$ cat config.mk
export PLATFORM = sky130hd
export DESIGN_NAME = gpio_port_with_lock_core
export DESIGN_NICKNAME = d
export VERILOG_FILES = /design/src/hdl/gpiolk_pkg.sv /design/src/hdl/gpio_port_with_lock_core.sv /design/src/hdl/gpiolk_lock.sv
export SDC_FILE = /design/constraint.sdc
export NUM_CORES = 1
export LEC_CHECK = 0
export ABC_AREA = 1
export BUFFER_PORTS_ARGS = -buffer_cell sky130_fd_sc_hd__buf_2
export CAP_MARGIN = 20
export CORE_ASPECT_RATIO = 0.75
export CORE_MARGIN = 3
export CORE_UTILIZATION = 50
export CTS_BUF_LIST = sky130_fd_sc_hd__clkbuf_16
export DETAILED_ROUTE_END_ITERATION = 8
export PLACE_DENSITY = 0.74
export SETUP_SLACK_MARGIN = 0.05
export SLEW_MARGIN = 20
export SYNTH_ARGS = -nofsm -noshare
export SYNTH_HDL_FRONTEND = slang
export SYNTH_SLANG_ARGS = --single-unit
$ cat constraint.sdc
create_clock -name clock -period 2.3 [get_ports clock]
set_input_delay 0.345 -clock clock [delete_from_list [all_inputs] [get_ports clock]]
set_output_delay 0.345 -clock clock [all_outputs]
set_load 0.05 [all_outputs]
$ cat src/hdl/gpiolk_pkg.sv
// Shared types, register codes and pin constants for the GPIO port with configuration lock.
package gpiolk_pkg;

   localparam int PIN_COUNT = 16;
   localparam int PIN_W = 16;
   localparam int FIELD_W = 4;
   localparam int PINS_PER_CR = 8;
   localparam int KEY_POS = 16;

   localparam logic [PIN_W-1:0] PIN_MASK = PIN_W'((33'd1 << PIN_COUNT) - 33'd1);
   localparam logic [31:0] CR_RESET = 32'h4444_4444;

   localparam logic CMD_READ = 1'b0;
   localparam logic CMD_WRITE = 1'b1;

   localparam logic [2:0] REG_CRL = 3'd0;
   localparam logic [2:0] REG_CRH = 3'd1;
   localparam logic [2:0] REG_IDR = 3'd2;
   localparam logic [2:0] REG_ODR = 3'd3;
   localparam logic [2:0] REG_BSRR = 3'd4;
   localparam logic [2:0] REG_BRR = 3'd5;
   localparam logic [2:0] REG_LCKR = 3'd6;

   typedef struct packed {
      logic        cmd;
      logic [2:0]  reg_sel;
      logic [31:0] write_data;
      logic [15:0] pin_levels;
   } req_type;

   typedef struct packed {
      logic [31:0] read_data;
      logic [15:0] drive_levels;
      logic        lock_active;
   } rsp_type;

   typedef struct packed {
      logic             wr_en;
      logic             rd_en;
      logic             key;
      logic [PIN_W-1:0] bits;
   } lock_req_type;

   typedef struct packed {
      logic             locked;
      logic             locked_next;
      logic [PIN_W-1:0] bits;
   } lock_status_type;

endpackage

$ cat src/hdl/gpio_port_with_lock_core.sv
// Top level of the sixteen-pin GPIO port with configuration lock.
//
// Each request word is one bus access: a read or write of CRL, CRH, IDR, ODR,
// BSRR, BRR or LCKR, together with the sampled pin levels. Every request
// gives exactly one response word carrying the read value (zero on writes),
// the output latch after the access and the lock status.
// Both channels use valid and ready handshakes. The access is decoded and
// the register file updated in the cycle the request is accepted, and the
// response word is held in an output register, so it appears in the cycle after
// acceptance. One request is accepted every cycle while the response side
// keeps up; the single output register sets that rate.
// When the receiver stalls, the response stays in the output register and a
// new request is taken only in a cycle where that register empties.
// Reset sets both configuration registers to 0x44444444 (floating inputs),
// clears the output latch, the lock bits and the lock sequence, and empties
// the output register.
module gpio_port_with_lock_core (
   input  logic                clock,
   input  logic                reset,
   input  logic                req_valid,
   output logic                req_ready,
   input  gpiolk_pkg::req_type req_data,
   output logic                rsp_valid,
   input  logic                rsp_ready,
   output gpiolk_pkg::rsp_type rsp_data
);

   logic [31:0]                  cfg_low_ff;
   logic [31:0]                  cfg_low_in;
   logic [31:0]                  cfg_high_ff;
   logic [31:0]                  cfg_high_in;
   logic [gpiolk_pkg::PIN_W-1:0] odr_ff;
   logic [gpiolk_pkg::PIN_W-1:0] odr_in;
   logic                         rsp_valid_ff;
   gpiolk_pkg::rsp_type          rsp_ff;
   gpiolk_pkg::rsp_type          rsp_in;
   logic                         accept;
   logic                         is_write;
   logic [31:0]                  cfg_low_wr;
   logic [31:0]                  cfg_high_wr;
   logic [31:0]                  read_value;
   gpiolk_pkg::lock_req_type     lock_req;
   gpiolk_pkg::lock_status_type  lock_status;

   assign req_ready = !rsp_valid_ff || rsp_ready;
   assign accept = req_valid && req_ready;
   assign is_write = (req_data.cmd == gpiolk_pkg::CMD_WRITE);

   assign lock_req.wr_en = accept && is_write && req_data.reg_sel == gpiolk_pkg::REG_LCKR;
   assign lock_req.rd_en = accept && !is_write && req_data.reg_sel == gpiolk_pkg::REG_LCKR;
   assign lock_req.key = req_data.write_data[gpiolk_pkg::KEY_POS];
   assign lock_req.bits = req_data.write_data[gpiolk_pkg::PIN_W-1:0] & gpiolk_pkg::PIN_MASK;

   gpiolk_lock u_lock (
      .clock       (clock),
      .reset       (reset),
      .lock_req    (lock_req),
      .lock_status (lock_status)
   );

   // Merge the written fields of present, unlocked pins into CRL and CRH.
   always_comb begin
      cfg_low_wr = cfg_low_ff;
      cfg_high_wr = cfg_high_ff;
      for (int i = 0; i < gpiolk_pkg::PINS_PER_CR; i++) begin
         if (i < gpiolk_pkg::PIN_COUNT
             && !(lock_status.locked && lock_status.bits[i])) begin
            cfg_low_wr[i*gpiolk_pkg::FIELD_W +: gpiolk_pkg::FIELD_W] =
               req_data.write_data[i*gpiolk_pkg::FIELD_W +: gpiolk_pkg::FIELD_W];
         end
         if (i + gpiolk_pkg::PINS_PER_CR < gpiolk_pkg::PIN_COUNT
             && !(lock_status.locked && lock_status.bits[i + gpiolk_pkg::PINS_PER_CR])) begin
            cfg_high_wr[i*gpiolk_pkg::FIELD_W +: gpiolk_pkg::FIELD_W] =
               req_data.write_data[i*gpiolk_pkg::FIELD_W +: gpiolk_pkg::FIELD_W];
         end
      end
   end

   always_comb begin
      cfg_low_in = cfg_low_ff;
      cfg_high_in = cfg_high_ff;
      odr_in = odr_ff;
      read_value = '0;
      if (accept && is_write) begin
         case (req_data.reg_sel)
            gpiolk_pkg::REG_CRL: cfg_low_in = cfg_low_wr;
            gpiolk_pkg::REG_CRH: cfg_high_in = cfg_high_wr;
            gpiolk_pkg::REG_ODR: begin
               odr_in = req_data.write_data[gpiolk_pkg::PIN_W-1:0] & gpiolk_pkg::PIN_MASK;
            end
            gpiolk_pkg::REG_BSRR: begin
               odr_in = ((odr_ff & ~req_data.write_data[31:16])
                         | req_data.write_data[15:0]) & gpiolk_pkg::PIN_MASK;
            end
            gpiolk_pkg::REG_BRR: begin
               odr_in = odr_ff & ~req_data.write_data[15:0] & gpiolk_pkg::PIN_MASK;
            end
            default: ;
         endcase
      end else if (accept) begin
         case (req_data.reg_sel)
            gpiolk_pkg::REG_CRL: read_value = cfg_low_ff;
            gpiolk_pkg::REG_CRH: read_value = cfg_high_ff;
            gpiolk_pkg::REG_IDR: begin
               read_value = {16'd0, req_data.pin_levels & gpiolk_pkg::PIN_MASK};
            end
            gpiolk_pkg::REG_ODR: read_value = {16'd0, odr_ff};
            gpiolk_pkg::REG_LCKR: begin
               read_value = {15'd0, lock_status.locked, lock_status.bits};
            end
            default: read_value = '0;
         endcase
      end
   end

   assign rsp_in.read_data = read_value;
   assign rsp_in.drive_levels = odr_in;
   assign rsp_in.lock_active = lock_status.locked_next;

   always_ff @(posedge clock) begin
      if (reset) begin
         cfg_low_ff <= gpiolk_pkg::CR_RESET;
         cfg_high_ff <= gpiolk_pkg::CR_RESET;
         odr_ff <= '0;
         rsp_valid_ff <= 1'b0;
      end else begin
         cfg_low_ff <= cfg_low_in;
         cfg_high_ff <= cfg_high_in;
         odr_ff <= odr_in;
         if (accept) begin
            rsp_valid_ff <= 1'b1;
         end else if (rsp_ready) begin
            rsp_valid_ff <= 1'b0;
         end
      end
   end

   always_ff @(posedge clock) begin
      if (accept) begin
         rsp_ff <= rsp_in;
      end
   end

   assign rsp_valid = rsp_valid_ff;
   assign rsp_data = rsp_ff;

   // A write always answers with a zero read word.
   a_write_reads_zero: assert property (@(posedge clock) disable iff (reset)
      accept && is_write |=> rsp_ff.read_data == 32'd0)
      else $error("write produced a nonzero read word");

   // The reported latch matches the latch register after the access.
   a_latch_match: assert property (@(posedge clock) disable iff (reset)
      accept |=> rsp_ff.drive_levels == odr_ff)
      else $error("response latch differs from output latch");

   // The lock flag in the response follows the lock state.
   a_lock_match: assert property (@(posedge clock) disable iff (reset)
      accept |=> rsp_ff.lock_active == lock_status.locked)
      else $error("response lock flag differs from lock state");

endmodule

$ cat src/hdl/gpiolk_lock.sv
// Lock key sequencer and lock bit register of the GPIO port.
module gpiolk_lock (
   input  logic                      clock,
   input  logic                      reset,
   input  gpiolk_pkg::lock_req_type  lock_req,
   output gpiolk_pkg::lock_status_type lock_status
);

   typedef enum logic [1:0] {
      STEP_IDLE,
      STEP_ONE,
      STEP_TWO,
      STEP_THREE
   } step_type;

   step_type                     step_ff;
   logic                         lock_key_ff;
   logic [gpiolk_pkg::PIN_W-1:0] lock_bits_ff;
   logic                         same;

   assign same = (lock_req.bits == lock_bits_ff);

   always_ff @(posedge clock) begin
      if (reset) begin
         step_ff <= STEP_IDLE;
         lock_key_ff <= 1'b0;
         lock_bits_ff <= '0;
      end else if (!lock_key_ff) begin
         if (lock_req.wr_en) begin
            lock_bits_ff <= lock_req.bits;
            if (step_ff == STEP_ONE && !lock_req.key && same) begin
               step_ff <= STEP_TWO;
            end else if (step_ff == STEP_TWO && lock_req.key && same) begin
               step_ff <= STEP_THREE;
            end else if (lock_req.key) begin
               step_ff <= STEP_ONE;
            end else begin
               step_ff <= STEP_IDLE;
            end
         end else if (lock_req.rd_en) begin
            if (step_ff == STEP_THREE) begin
               lock_key_ff <= 1'b1;
            end
            step_ff <= STEP_IDLE;
         end
      end
   end

   assign lock_status.locked = lock_key_ff;
   assign lock_status.locked_next = lock_key_ff | (lock_req.rd_en && step_ff == STEP_THREE);
   assign lock_status.bits = lock_bits_ff;

   // Once armed, the key stays armed until reset.
   a_key_sticky: assert property (@(posedge clock) disable iff (reset)
      lock_key_ff |=> lock_key_ff)
      else $error("lock key dropped while armed");

   // The lock bits are frozen while the key is armed.
   a_bits_frozen: assert property (@(posedge clock) disable iff (reset)
      lock_key_ff |=> $stable(lock_bits_ff))
      else $error("lock bits changed while locked");

   // Arming happens only on a read that completes the sequence.
   a_arm_source: assert property (@(posedge clock) disable iff (reset)
      !lock_key_ff && lock_key_ff != lock_status.locked_next |=>
         lock_key_ff && step_ff == STEP_IDLE)
      else $error("lock armed outside a completed sequence");

endmodule

==> run summary, run 1 <==
Synth top area share = 31.53%
Worst path required time = 2.61 ns
Die Y = 103.6 um
Row cnt = 34
Fill cell count = 1,078
Flops & latches, synth = 149
Total wire length = 17.93 mm
Maximum fanout along the worst path = 16
Area occupied by multi-input gates = 2477 um^2
Worst rel slew slack = 37.89%
Setup Crit Path Kind = reg -> reg
Final HPWL DP = 12.33 mm
Die W = 136.1 um
Register area share after synthesis = 54.70%
Number of enable flip-flop cells after synthesis = 49
Post-synthesis area per instance = 7.967 um^2
Setup crit start kind = flop
Combinational fraction of design power = 10.5%
Pwr Total = 6080 uW
P_int = 4523 uW
Worst Max-Slew Pin Slew = 0.9220 ns
Largest net degree at the start of global routing = 45
DR pass1 iterations = 5
CTS H-tree lvls = 4
Post-Syn Nets = 853
Via density = 5.442
Starting Density = 52.93%
Number of antenna-violating nets in the routed design = 0
Post-route DRC = 0
Worst r2r dst = cfg_low_ff[8]$_SDFFE_PP0P_
Worst-path clk slew = 0.06 ns
Sequential share of power = 46.6%
Post-synthesis cell count = 797
Outcome = complete, no violations
Post-synth cell types = 26
Area delta synth->final = 20.30%
Crit path to = cfg_low_ff[8]$_SDFFE_PP0P_
Async set or reset register ratio after synthesis = 0%
Clock skew = 0.007849 ns
NumNets Final = 965
Worst vdd ir = 0.0005565 V
Synth top area cells = dfxtp_1 32%, edfxtp_1 23%, nand2_1 12%, o21ai_0 7.3%, a21oi_1 6.5%
Initial DRC count = 564
Commonest cells post-synth = 205 x nand2_1, 100 x dfxtp_1, 92 x o21ai_0
Fin. max-slew vios = 0
Crit end category = flop
Minimum clock period = 1.926 ns
IO Count = 107
Most used DFF post-synth = dfxtp_1
Most frequent cell after synthesis = nand2_1
Final setup vio count = 0
Clk pwr share = 42.9%
Initial antenna violation count = 0
Unrepaired setup endpoints after global routing = false
Synthesized cell area = 6350 um^2
GRT Total Usage = 25.73%
Maximum buffer depth of the clock tree = 2
Yosys warns = 0
Die Area = 14,100 um^2
Sink Count = 149
Ant. Diodes = 0
Max-Cap Viols = 0
Hold_buf cts = 0
Switching pwr = 1558 uW
Hold crit path type = in -> reg
Tcrit/Tclk final = 83.73%
R2r setup slk = 0.37 ns
Reg2Reg Depth = 5
Worst Setup SP = u_lock.lock_key_ff$_SDFF_PP0_
Sw frac = 25.62%
CTS tree = yes
Clock Tree Root = clkbuf_16
Post-CTS Setup Bufs = 0
Skew-Pair Late Insertion Delay = 0.42 ns
Fmax = 519.3 MHz
Core area = 12,000 um^2
PortBufs = 106
Vias in the first global route = 5,469
Post-CTS Resized = 0
Power density over the cells = 796.0 nW/um^2
Grt ovf = 0
Setup TNS Final = 0 ns
Cell taking the most area after synthesis = dfxtp_1
Routability Congestion = 0.8754
Vias = 5,899
Flip-flop and latch area = 3475 um^2
Reg-to-Reg Start = u_lock.lock_key_ff$_SDFF_PP0_
Drt wl/cell = 16.54 um
Lkg Pwr = 0.003298 uW
Arrival @ worst endpoint = 2.24 ns
First-pass GRT wire length = 28.34 mm
Final hold vios = 0
TritonCTS buffer count = 17
Layout cells sized above 1 = 17.46%
## registers in the layout, indices dropped and copies added (netlist names)
register             flops
cfg_high_ff             32
cfg_low_ff              32
odr_ff                  16
rsp_data                49
rsp_valid                1
u_lock.lock_bits_ff     16
u_lock.lock_key_ff       1
u_lock.step_ff           2
## power groups by stage
| stage | logic [uW] | registers, uW | clock network, uW |
|---|---|---|---|
| 2_1_floorplan | 221 | 3070 | 0 |
| 3_3_place_gp | 623 | 2890 | 0 |
| 3_5_place_dp | 628 | 2890 | 0 |
| 4_1_cts | 632 | 2840 | 2620 |
| 5_1_grt | 687 | 2840 | 2740 |
| 6_report | 637 | 2840 | 2610 |
## layout make-up
type,instances,area share (%)
timing repair buffer,124,8.714
inverter,71,3.538
clock buffer,17,5.569
clock inverter,15,1.605
multi-input combinational,546,32.43
tap,162,2.654
sequential,149,45.49
## kinds of logic (layout without fill, tap and decap cells)
family                    Yosys count  in the layout  synth area share [%]
AOI/OAI and AO/OA                 227            227                 19.19
and+or+nand+nor                   317            317                 19.55
buffers and inverters             102            227                 6.286
DFF                               149            149                 54.70
xor gates and xnor gates            2              2                0.2759
## critical path: stages, from the launching register on
cell and delay (ns):
dfxtp_1 0.30, inv_1 0.20, o21ai_0 0.80, clkinv_1 0.27
nor2_1 0.17, nor2_1 0.07
## per-stage QoR
stage / instance area (um^2) / utilization (%) / hold WS, ns / std cells / setup slack (ns)
floorplan: 6355 / - / 0.4237 / 797 / 0.2214
global placement: 7091 / 59.11 / 0.4339 / 1052 / 0.3656
detailed placement: 7091 / 59.11 / 0.4371 / 1052 / 0.2713
CTS: 7639 / 63.67 / 0.2017 / 1084 / 0.4302
global route: 7639 / 63.67 / 0.2215 / 1084 / 0.1947
finish: 7639 / 63.67 / 0.2027 / 1084 / 0.3743
## layout by cell type, fill, tap and decap left out, types with 11 or more instances in the layout
cell type  count
nand2_1      205
buf_2        106
dfxtp_1       99
o21ai_0       92
nor2_1        90
a21oi_1       82
inv_1         67
edfxtp_1      49
buf_4         18
o22ai_1       17
clkbuf_16     17
a31oi_1       11
## layer usage
layer  wire length (um)  global-route usage (%)
met1               8087                   36.75
met2               7807                   38.02
met3               1546                   6.250
met4                484                   9.281
met5                  0                       0
## worst min-delay path by stage
stage                                 startpoint                      endpoint  slack (ns)  cells after the start
floorplan            cfg_low_ff[17]$_SDFFE_PP0P_   cfg_low_ff[17]$_SDFFE_PP0P_        0.42                      2
global placement    cfg_high_ff[23]$_SDFFE_PP0P_  cfg_high_ff[23]$_SDFFE_PP0P_        0.43                      2
detailed placement   cfg_low_ff[19]$_SDFFE_PP0P_   cfg_low_ff[19]$_SDFFE_PP0P_        0.44                      2
CTS                                 req_data[42]   cfg_low_ff[26]$_SDFFE_PP1P_        0.20                      3
global route                        req_data[42]   cfg_low_ff[26]$_SDFFE_PP1P_        0.22                      3
finish                              req_data[42]   cfg_low_ff[26]$_SDFFE_PP1P_        0.20                      3
Note: power is estimated with default switching activity, not from simulation.
==> run 2, diff against run 1 <==
ABC_AREA = 0   (was 1)
clock period = 1.9 ns   (was 2.3 ns; I/O delays follow)
==> run 2 against run 1 <==
Register-to-register slack lost 0.096 ns. Synthesized area grew 6.8%. Routed wire length grew 13%. Flip-flop and latch count is the same. Critical path depth shrank 1. Clock power grew 39%. Power grew 29%. Cell count shrank 6.3%. Synthesized cell count shrank 7.7%. Worst setup slack lost 0.096 ns. Largest cell class unchanged. Largest power group is now the clock network.
==> run summary, run 2 <==
Arrival @ worst endpoint = 1.91 ns (was 2.24 ns)
Setup TNS Final = 0 ns (unchanged)
Routability Congestion = 0.9555 (was 0.8754)
Maximum fanout along the worst path = 16 (unchanged)
Largest net degree at the start of global routing = 50 (was 45)
Cell taking the most area after synthesis = dfxtp_1 (unchanged)
Async set or reset register ratio after synthesis = 0% (unchanged)
Tcrit/Tclk final = 85.34% (was 83.73%)
Initial DRC count = 697 (was 564)
Worst Max-Slew Pin Slew = 0.7753 ns (was 0.9220 ns)
Buf+Inv Stages, Crit Path = 0 (was 2)
Fill cell count = 1,108 (was 1,078)
CTS H-tree lvls = 4 (unchanged)
Area delta synth->final = 21.14% (was 20.30%)
Sink Count = 149 (unchanged)
R2r setup slk = 0.28 ns (was 0.37 ns)
IO Count = 107 (unchanged)
Die Y = 106.9 um (was 103.6 um)
Synth top area cells = dfxtp_1 30%, edfxtp_1 22%, a21oi_1 7.1%, o21ai_0 5.5%, nand3_1 4.9% (was dfxtp_1 32%, edfxtp_1 23%, nand2_1 12%, o21ai_0 7.3%, a21oi_1 6.5%)
Fmax = 616.7 MHz (was 519.3 MHz)
TritonCTS buffer count = 17 (unchanged)
Skew-Pair Late Insertion Delay = 0.42 ns (about the same)
Number of enable flip-flop cells after synthesis = 49 (unchanged)
Cell chain of the critical path = nand2b_4 > o2111a_1 > nand2_1 > nand2_1 (was inv_1 > o21ai_0 > clkinv_1 > nor2_1 > nor2_1)
Fin. max-slew vios = 0 (unchanged)
Cell with the most instances on the worst path = nand2_1 (was nor2_1)
Final setup vio count = 0 (unchanged)
Stages on worst setup path = 4 (was 5)
Commonest cells post-synth = 100 x dfxtp_1, 96 x a21oi_1, 75 x o21ai_0 (was 205 x nand2_1, 100 x dfxtp_1, 92 x o21ai_0)
Most frequent cell after synthesis = dfxtp_1 (was nand2_1)
Lkg Pwr = 0.003239 uW (was 0.003298 uW)
Clock Tree Root = clkbuf_16 (unchanged)
Grt ovf = 0 (unchanged)
Synthesized cell area = 6784 um^2 (was 6350 um^2)
Post-CTS Resized = 0 (unchanged)
Final hold slack = 0.1402 ns (was 0.2027 ns)
Vias = 6,219 (was 5,899)
Initial antenna violation count = 1 (was 0)
Worst path required time = 2.18 ns (was 2.61 ns)
Final HPWL DP = 14.34 mm (was 12.33 mm)
Worst rel slew slack = 48.31% (was 37.89%)
Post-CTS Setup Bufs = 0 (unchanged)
Layout cells sized above 1 = 20.36% (was 17.46%)
Final WS setup = 0.2786 ns (was 0.3743 ns)
Power density over the cells = 956.4 nW/um^2 (was 796.0 nW/um^2)
Worst r2r dst = rsp_data[4]$_DFFE_PN_ (was cfg_low_ff[8]$_SDFFE_PP0P_)
Yosys warns = 0 (unchanged)
Final core utilization = 62.70% (was 63.67%)
Number of antenna-violating nets in the routed design = 0 (unchanged)
Crit path to = rsp_data[4]$_DFFE_PN_ (was cfg_low_ff[8]$_SDFFE_PP0P_)
Slowest-stage cell, CP = o2111a_1 (was o21ai_0)
Post-synthesis cell count = 736 (was 797)
Ant. Diodes = 0 (unchanged)
Setup Crit Path Kind = reg -> reg (unchanged)
Die W = 140.5 um (was 136.1 um)
DR pass1 iterations = 5 (unchanged)
Total wire length = 20.31 mm (was 17.93 mm)
Max-Cap Viols = 0 (unchanged)
Hold_buf cts = 0 (unchanged)
NumNets Final = 888 (was 965)
Pre-CTS setup slack = -0.07170 ns (was 0.2713 ns)
Unrepaired setup endpoints after global routing = false (unchanged)
Clock skew = 0.01151 ns (was 0.007849 ns)
Reg2Reg Depth = 4 (was 5)
Row cnt = 36 (was 34)
Drt wl/cell = 19.99 um (was 16.54 um)
Worst vdd ir = 0.0007454 V (was 0.0005565 V)
Commonest non-fill, non-tap cells in the layout = 106 x buf_2, 99 x dfxtp_1, 96 x a21oi_1 (was 205 x nand2_1, 106 x buf_2, 99 x dfxtp_1)
Max FFs per register = 49 (unchanged)
Post-synth cell types = 40 (was 26)
Worst-path clk slew = 0.06 ns (about the same)
Commonest non-fill, non-tap cell in the layout = buf_2 (was nand2_1)
Pwr Total = 7859 uW (was 6080 uW)
Slowest Stage Delay on Critical Path = 0.71 ns (was 0.80 ns)
Worst Setup SP = rsp_valid$_SDFFE_PP0P_ (was u_lock.lock_key_ff$_SDFF_PP0_)
CTS tree = yes (unchanged)
Crit end category = flop (unchanged)
Flops & latches, synth = 149 (unchanged)
Minimum clock period = 1.621 ns (was 1.926 ns)
Register area share after synthesis = 51.20% (was 54.70%)
Hold crit path type = in -> reg (unchanged)
Setup crit start kind = flop (unchanged)
Maximum buffer depth of the clock tree = 2 (unchanged)
PortBufs = 106 (unchanged)
Post-Syn Nets = 792 (was 853)
Reg-to-Reg Start = rsp_valid$_SDFFE_PP0P_ (was u_lock.lock_key_ff$_SDFF_PP0_)
Core area = 13,110 um^2 (was 12,000 um^2)
GRT Total Usage = 27.47% (was 25.73%)
Synth top area share = 29.51% (was 31.53%)
Post-synthesis area per instance = 9.217 um^2 (was 7.967 um^2)
First-pass GRT wire length = 31.99 mm (was 28.34 mm)
Post-route DRC = 0 (unchanged)
Critical path's top delay family = compound AO/OA/AOI/OAI gates (unchanged)
Final hold vios = 0 (unchanged)
Die Area = 15,020 um^2 (was 14,100 um^2)
Most used DFF post-synth = dfxtp_1 (unchanged)
Outcome = complete, no violations (unchanged)
Vias in the first global route = 5,914 (was 5,469)
Starting Density = 51.76% (was 52.93%)
Via density = 6.121 (was 5.442)
## run 2: cell types whose count changed in the layout (fill, tap and decap cells not counted), moves of 18 or more
cell	change
nand2_1	-154
mux2i_1	+32
nand3_1	+57
a22oi_1	+28
nor2b_1	+19
inv_1	-60
nand3b_1	+18
nor2_1	-40
## run 2: metal layers
layer | wire length [um] | track usage, %
met1 | 8860 | 38.87
met2 | 8961 | 41.77
met5 | 26 | 0
met4 | 340 | 7.884
met3 | 2118 | 7.178
## run 2: worst min-delay path by stage
stage,startpoint,end,slack (ns),depth (start not counted)
floorplan,req_data[16],u_lock.lock_bits_ff[0]$_SDFFE_PP0P_,0.43,2
global placement,cfg_low_ff[16]$_SDFFE_PP0P_,cfg_low_ff[16]$_SDFFE_PP0P_,0.46,2
detailed placement,cfg_high_ff[5]$_SDFFE_PP0P_,cfg_high_ff[5]$_SDFFE_PP0P_,0.47,2
CTS,req_data[35],cfg_low_ff[19]$_SDFFE_PP0P_,0.13,3
global route,req_data[46],cfg_high_ff[30]$_SDFFE_PP1P_,0.14,3
finish,req_data[33],cfg_high_ff[17]$_SDFFE_PP0P_,0.14,3
## run 2: area by class of cell
cell class                      instances  area (um^2)  area share (%)
Clock buffer                           17        425.4           5.177
Clock inverter                         15        214.0           2.604
Inverter                                4        15.01          0.1827
Multi-Input combinational cell        525         3049           37.10
Sequential cell                       149         3477           42.31
Tap cell                              171        214.0           2.604
Timing Repair Buffer                  135        823.3           10.02
## run 2: metrics by stage
step | std cells | cell area [um^2]
finish | 1016 | 8218
global route | 1016 | 8218
CTS | 1015 | 8210
detailed placement | 983 | 7571
global placement | 983 | 7571
floorplan | 736 | 6834
## run 2: tightest hold or removal path, cell delays in order
cell and delay [ns]:
buf_2 0.11, nand3_1 0.06, a21oi_1 0.05
## run 2: kinds of logic (layout without fill, tap and decap cells)
family | count (synthesis) | in the layout | synth area share (%)
and+or+nand+nor | 244 | 244 | 18.37
AOI/OAI and AO/OA | 233 | 233 | 19.51
DFF | 149 | 149 | 51.20
buffers and inverters | 62 | 171 | 4.131
muxes | 32 | 32 | 4.722
xor gates and xnor gates | 16 | 16 | 2.066
## run 2: power breakdown
group | leakage [uW] | switching (uW) | internal [uW]
Sequential | 0.00130 | 38.0 | 3380
Combinational | 0.00161 | 577 | 223
Clock | 0.000321 | 1320 | 2320
